===== src/hdl/tcc_pkg.sv =====
// Shared constants, types and width helpers for the circumcenter core.
package tcc_pkg;

   localparam int OUT_W         = 32;  // width of one center coordinate
   localparam int Q_BITS        = 32;  // quotient bits produced by the divider chain
   localparam int WEIGHT_STAGES = 5;   // pipeline stages ahead of the divider chain

   // Per-lane status that rides along with the division.
   typedef struct packed {
      logic neg;   // quotient is negative
      logic big;   // quotient magnitude needs more than Q_BITS bits
      logic deg;   // weight sum or area term is zero
   } tcc_flag_type;

   // Width of the unsigned dividend handed to the divider chain.
   function automatic int rem_width(input int cw, input int rfb);
      int dotw;
      int ww;
      begin
         dotw = 2 * (cw + 1) + 2;
         ww   = dotw + dotw + 1;
         return ww + cw + 2 + rfb + 1;
      end
   endfunction

endpackage


===== src/hdl/tcc_div_cell.sv =====
// One restoring-division cell: resolves a single quotient bit and hands on the remainder.
module tcc_div_cell #(
   parameter int ZW    = 128,
   parameter int SHIFT = 0
) (
   input  logic                          clock,
   input  logic                          en,
   input  logic [ZW-1:0]                 rem_in,
   input  logic [ZW-1:0]                 den_in,
   input  logic [tcc_pkg::Q_BITS-1:0]    quot_in,
   input  tcc_pkg::tcc_flag_type         flag_in,
   output logic [ZW-1:0]                 rem_out,
   output logic [ZW-1:0]                 den_out,
   output logic [tcc_pkg::Q_BITS-1:0]    quot_out,
   output tcc_pkg::tcc_flag_type         flag_out
);

   localparam int RW = ZW + tcc_pkg::Q_BITS + 1;

   logic [RW-1:0]                trial;
   logic [ZW-1:0]                rem_ff, den_ff;
   logic [tcc_pkg::Q_BITS-1:0]   quot_ff;
   tcc_pkg::tcc_flag_type        flag_ff;

   assign trial = RW'(rem_in) - (RW'(den_in) << SHIFT);

   always_ff @(posedge clock) begin
      if (en) begin
         // subtract when the shifted divisor fits
         rem_ff          <= trial[RW-1] ? rem_in : trial[ZW-1:0];
         quot_ff         <= quot_in
                          | (trial[RW-1] ? '0 : (tcc_pkg::Q_BITS'(1) << SHIFT));
         den_ff          <= den_in;
         flag_ff         <= flag_in;
      end
   end

   assign rem_out  = rem_ff;
   assign den_out  = den_ff;
   assign quot_out = quot_ff;
   assign flag_out = flag_ff;

endmodule


===== config.mk =====
export PLATFORM = sky130hd
export DESIGN_NAME = tcc_div_cell
export DESIGN_NICKNAME = d
export VERILOG_FILES = /design/src/hdl/tcc_pkg.sv /design/src/hdl/tcc_div_cell.sv
export SDC_FILE = /design/constraint.sdc
export NUM_CORES = 1
export LEC_CHECK = 0
export BUFFER_PORTS_ARGS = -buffer_cell sky130_fd_sc_hd__clkbuf_2
export CAP_MARGIN = 30
export CORE_AREA = 10 10 218 220
export CTS_CLUSTER_SIZE = 24
export DETAILED_ROUTE_END_ITERATION = 6
export DIE_AREA = 0 0 228 230
export PLACE_DENSITY = 0.72
export SETUP_SLACK_MARGIN = 0.05
export SYNTH_ARGS = -nofsm -noshare
export SYNTH_HDL_FRONTEND = slang
export SYNTH_SLANG_ARGS = --single-unit

===== constraint.sdc =====
create_clock -name clock -period 6.15 [get_ports clock]
set_input_delay 0.3075 -clock clock [delete_from_list [all_inputs] [get_ports clock]]
set_output_delay 0.3075 -clock clock [all_outputs]
set_load 0.02 [all_outputs]

; Word-level counts from Yosys, hierarchy flattened
; Cells that the tools add are included.
[totals]
inputBits = 293
out_inout_bits = 291
ff_bits = 291
[classes]
n_addsub = 1
bitwise_logic = 1
mux = 2
[ops]
columns = cell, n
row1 = subtractor 128 x 128 -> 129 bit, 1
row2 = 2-to-1 mux 128 bit, 1
row3 = bitwise OR 32 x 1 -> 32 bit, 1
row4 = 2-to-1 mux 1 bit, 1

; Depth between registers and ports, before layout
[depth]
depth_word = 3
depth_mapped = 17
ltp_nobuf = 14

; Worst setup path before layout
; No wires, ideal clock.
[synth_timing]
path_kind = input port to flip-flop
from = input port den_in[7]
to = register rem_ff[121], in the netlist rem_out[121], data pin
path_stages = 16
t_arrival_ps = 3369
required_ps = 5890
setup_slack_ps = 2521
path_buffers = 3
path_cell_list = inv_1 > ha_1 > a21oi_1 > o21ai_1 > a2111oi_2 > a211oi_2 > nor3_2 > a2111oi_2 > o21ai_1 > nand2_1 > o311ai_4 > and2_4 > buf_6 > buf_6 > buf_6 > mux2_4
[synth_between]
elab_chain_len = 2
[synth_rtl]
columns = item, line_no
row1 = "start, declared", tcc_div_cell.sv:9  ; input logic [ZW-1:0] den_in,
row2 = subtractor 128 x 128 -> 129 bit, tcc_div_cell.sv:25  ; assign trial = RW'(rem_in) - (RW'(den_in) << SHIFT);
row3 = 2-to-1 mux 128 bit, tcc_div_cell.sv:30  ; rem_ff <= trial[RW-1] ? rem_in : trial[ZW-1:0];
row4 = "end signal, assigned", tcc_div_cell.sv:30
row5 = "end, declared", tcc_div_cell.sv:21  ; logic [ZW-1:0] rem_ff, den_ff;
; No other way between the ends.
; A chain may end at the register's enable or synchronous reset.

; Worst setup path in the final report
[layout_timing]
from = input port den_in[0]
to = register rem_ff[52], in the netlist rem_out[52], data pin
; Same word-level chain as after synthesis.

==> flow_metrics.tcl <==
set metrics [dict create \
    status "finished clean" \
    final_core_util_pct 59.7 \
    cp_max_fo 47 \
    power_mw 6.50 \
    die_y_um 230 \
    gp_congestion 0.979 \
    yosysTopAreaCell "edfxtp_1" \
    grtUsageTotal_pct 28.6 \
    crit_type "in -> reg" \
    clock-sinks 291 \
    relSlewSlack_pct 35.5 \
    cp_cell_sequence "dlygate4sd3_1, clkbuf_2, ha_1, fa_1, nor2b_1, o2111a_1, o21ai_0, a211oi_2, nor3_2, a2111oi_2, o21ai_1, nand2_1, o311ai_4, and2_4, buf_4, mux2_2" \
    slowest_delay_ns 0.61 \
    setup_violations 0 \
    drt_pre_antenna_iters 5 \
    crit_slowest_cell "and2_4" \
    rows 76 \
    core_area_mm2 0.0429 \
    hold_viol_final 0 \
    worst_slack_ns 1.04 \
    grt_setup_unrepaired "false" \
    power.leakage_nw 11.3 \
    holdBufCountCts 162 \
    path_delay_family "compound AO/OA/AOI/OAI gates" \
    min_path_cells 2 \
    fin_cells 3294 \
    dp.cells 3072 \
    initial_core_util_pct 45.7 \
    drc_errors 0 \
    cts_buffers 31 \
    synthesis.area_mm2 0.0196 \
    place_worst_setup_slack_ns 1.05 \
    synth_edf_count 291 \
    wire_per_inst_um 23.8 \
    path_buf_inv 3 \
    syn-num-nets 2399 \
    avgSynthCellArea_um2 9.92 \
    synthToLayoutAreaGrowth_pct 30.7 \
    first_global_vias 19400 \
    clk_pin_slew_ns 0.07 \
    cts_root_buffer "clkbuf_16" \
    yosys_warnings 0 \
    dpl-instance-area_mm2 0.0230 \
    synth-seq-area-share_pct 44.6 \
    fin_crit_sh_pct 83.1 \
    min_to "rem_out[64]" \
    drt_iter0_markers 1711 \
    final_nets 3104 \
    worstMarginPinSlew_ns 0.959 \
    post-cts-setup-buffers 0 \
    power_density_mw_per_mm2 254 \
    hold_slack_ns 0.0368 \
    fmax_mhz 196 \
    finalCriticalPeriod_ns 5.11 \
    synth.area.top_cells "edfxtp_1 (45%), ha_1 (8.2%), mux2_2 (5.7%)" \
    io_buffers 583 \
    clk_path_buf_depth 3 \
    cap_violations 0 \
    grt_overflow 0 \
    synthArstFlopShare_pct 0 \
    min_path_type "in -> reg" \
    worstHoldStart "rem_in[64]" \
    cts_max_level 1 \
    vias 18900 \
    synth_most_common_cell "edfxtp_1" \
    drt-total-wl_um 78300 \
    ys_ff_latch 291 \
    finalSetupTns_ns 0 \
    drive_gt1_share_pct 28.1 \
    postSynthCellCount 1977 \
    vdd_drop_max_mv 0.242 \
    worst-path-stages 16 \
    end_kind "flop" \
    grt_max_degree 148 \
    viasPerCell 5.73 \
    synthTopCellsByCount "edfxtp_1 (291), a21oi_1 (191), nand2_1 (171)" \
    antenna_found_initial 4 \
    slew_viol_final 0 \
    synth_cell_types 78 \
    cts_tree "done" \
    fp.dieW_um 228 \
    cts_resized 0 \
    synthFlopType "edfxtp_1" \
    hpwlAfterDp_um 61400 \
    final_cell_area_mm2 0.0256 \
    synth_top_area_share_pct 44.6 \
    cp.required_ns 6.48 \
    antenna_left 0 \
    dieArea_mm2 0.0524 \
    grt_pass1_wl_um 119000 \
    cp.arrival_ns 5.44 \
    ios 584 \
    critPathLaunchType "input port" \
]
[final cells by class]
type | instances | area [µm²]
fill | 3588 | 17300
sequential | 291 | 8740
tap | 585 | 732
clock buffer | 37 | 798
clock inverter | 19 | 184
inverter | 168 | 631
antenna | 4 | 10.0
multi-input combinational | 1434 | 9850
timing repair buffer | 756 | 4670
[flip-flops by register name (all words and copies together), names as in the netlist]
register and flops:
rem_out 128, quot_out 32, den_out 128, flag_out 3
[placed cells by master, fill, tap and decap left out, drive strengths merged, types with 13 or more instances in the layout]
| cell | n |
|---|---|
| o21bai | 37 |
| edfxtp | 291 |
| o21ai | 151 |
| nor2 | 127 |
| a21o | 56 |
| nand4 | 67 |
| xnor2 | 76 |
| dlygate4sd3 | 162 |
| nand3 | 42 |
| ha | 128 |
| a31oi | 18 |
| a21oi | 192 |
| clkbuf | 619 |
| nand2 | 171 |
| inv | 170 |
| mux2 | 104 |
| nor3 | 35 |
| clkinv | 13 |
| xor2 | 39 |
| o21a | 18 |
| a21boi | 13 |
[cell families (layout without fill, tap and decap cells)]
| kind of cell | count (synthesis) | in the layout | share of synthesized area (%) |
|---|---|---|---|
| compound gates | 576 | 576 | 18.3 |
| xor+xnor | 115 | 115 | 5.14 |
| fa+ha+maj | 129 | 129 | 8.27 |
| buf+inv | 252 | 980 | 5.18 |
| flops | 291 | 291 | 44.6 |
| mux | 106 | 106 | 6.15 |
| other cells | 0 | 4 | 0 |
| simple gates | 508 | 508 | 12.3 |
[per-layer routing]
metal | wire, µm | global-route usage [%] | vias up | share of wire, %
li1 | - | - | 8719 | -
met1 | 29300 | 32.6 | 9069 | 37
met2 | 40200 | 52.4 | 924 | 51
met3 | 6220 | 6.22 | 163 | 8.0
met4 | 2570 | 8.96 | 4 | 3.3
met5 | 27 | 0 | - | 0.035
[how the worst max path moves through the flow]
stage | startpoint | slack, ns | endpoint
3_5_place_dp | rem_in[0] | 1.05 | rem_out[39]
5_1_grt | den_in[7] | 0.81 | rem_out[38]
4_1_cts | den_in[0] | 1.15 | rem_out[52]
2_1_floorplan | den_in[7] | 2.52 | rem_out[121]
3_3_place_gp | rem_in[0] | 1.10 | rem_out[41]
6_report | den_in[0] | 1.04 | rem_out[52]
[power by group]
part / internal (mW) / switching, mW / leakage (nW)
clock: 1.05 / 0.808 / 0.478
sequential: 2.45 / 0.0728 / 2.85
combinational: 0.793 / 1.33 / 7.97
total: 4.29 / 2.21 / 11.3
Note: power is estimated with default switching activity, not from simulation.
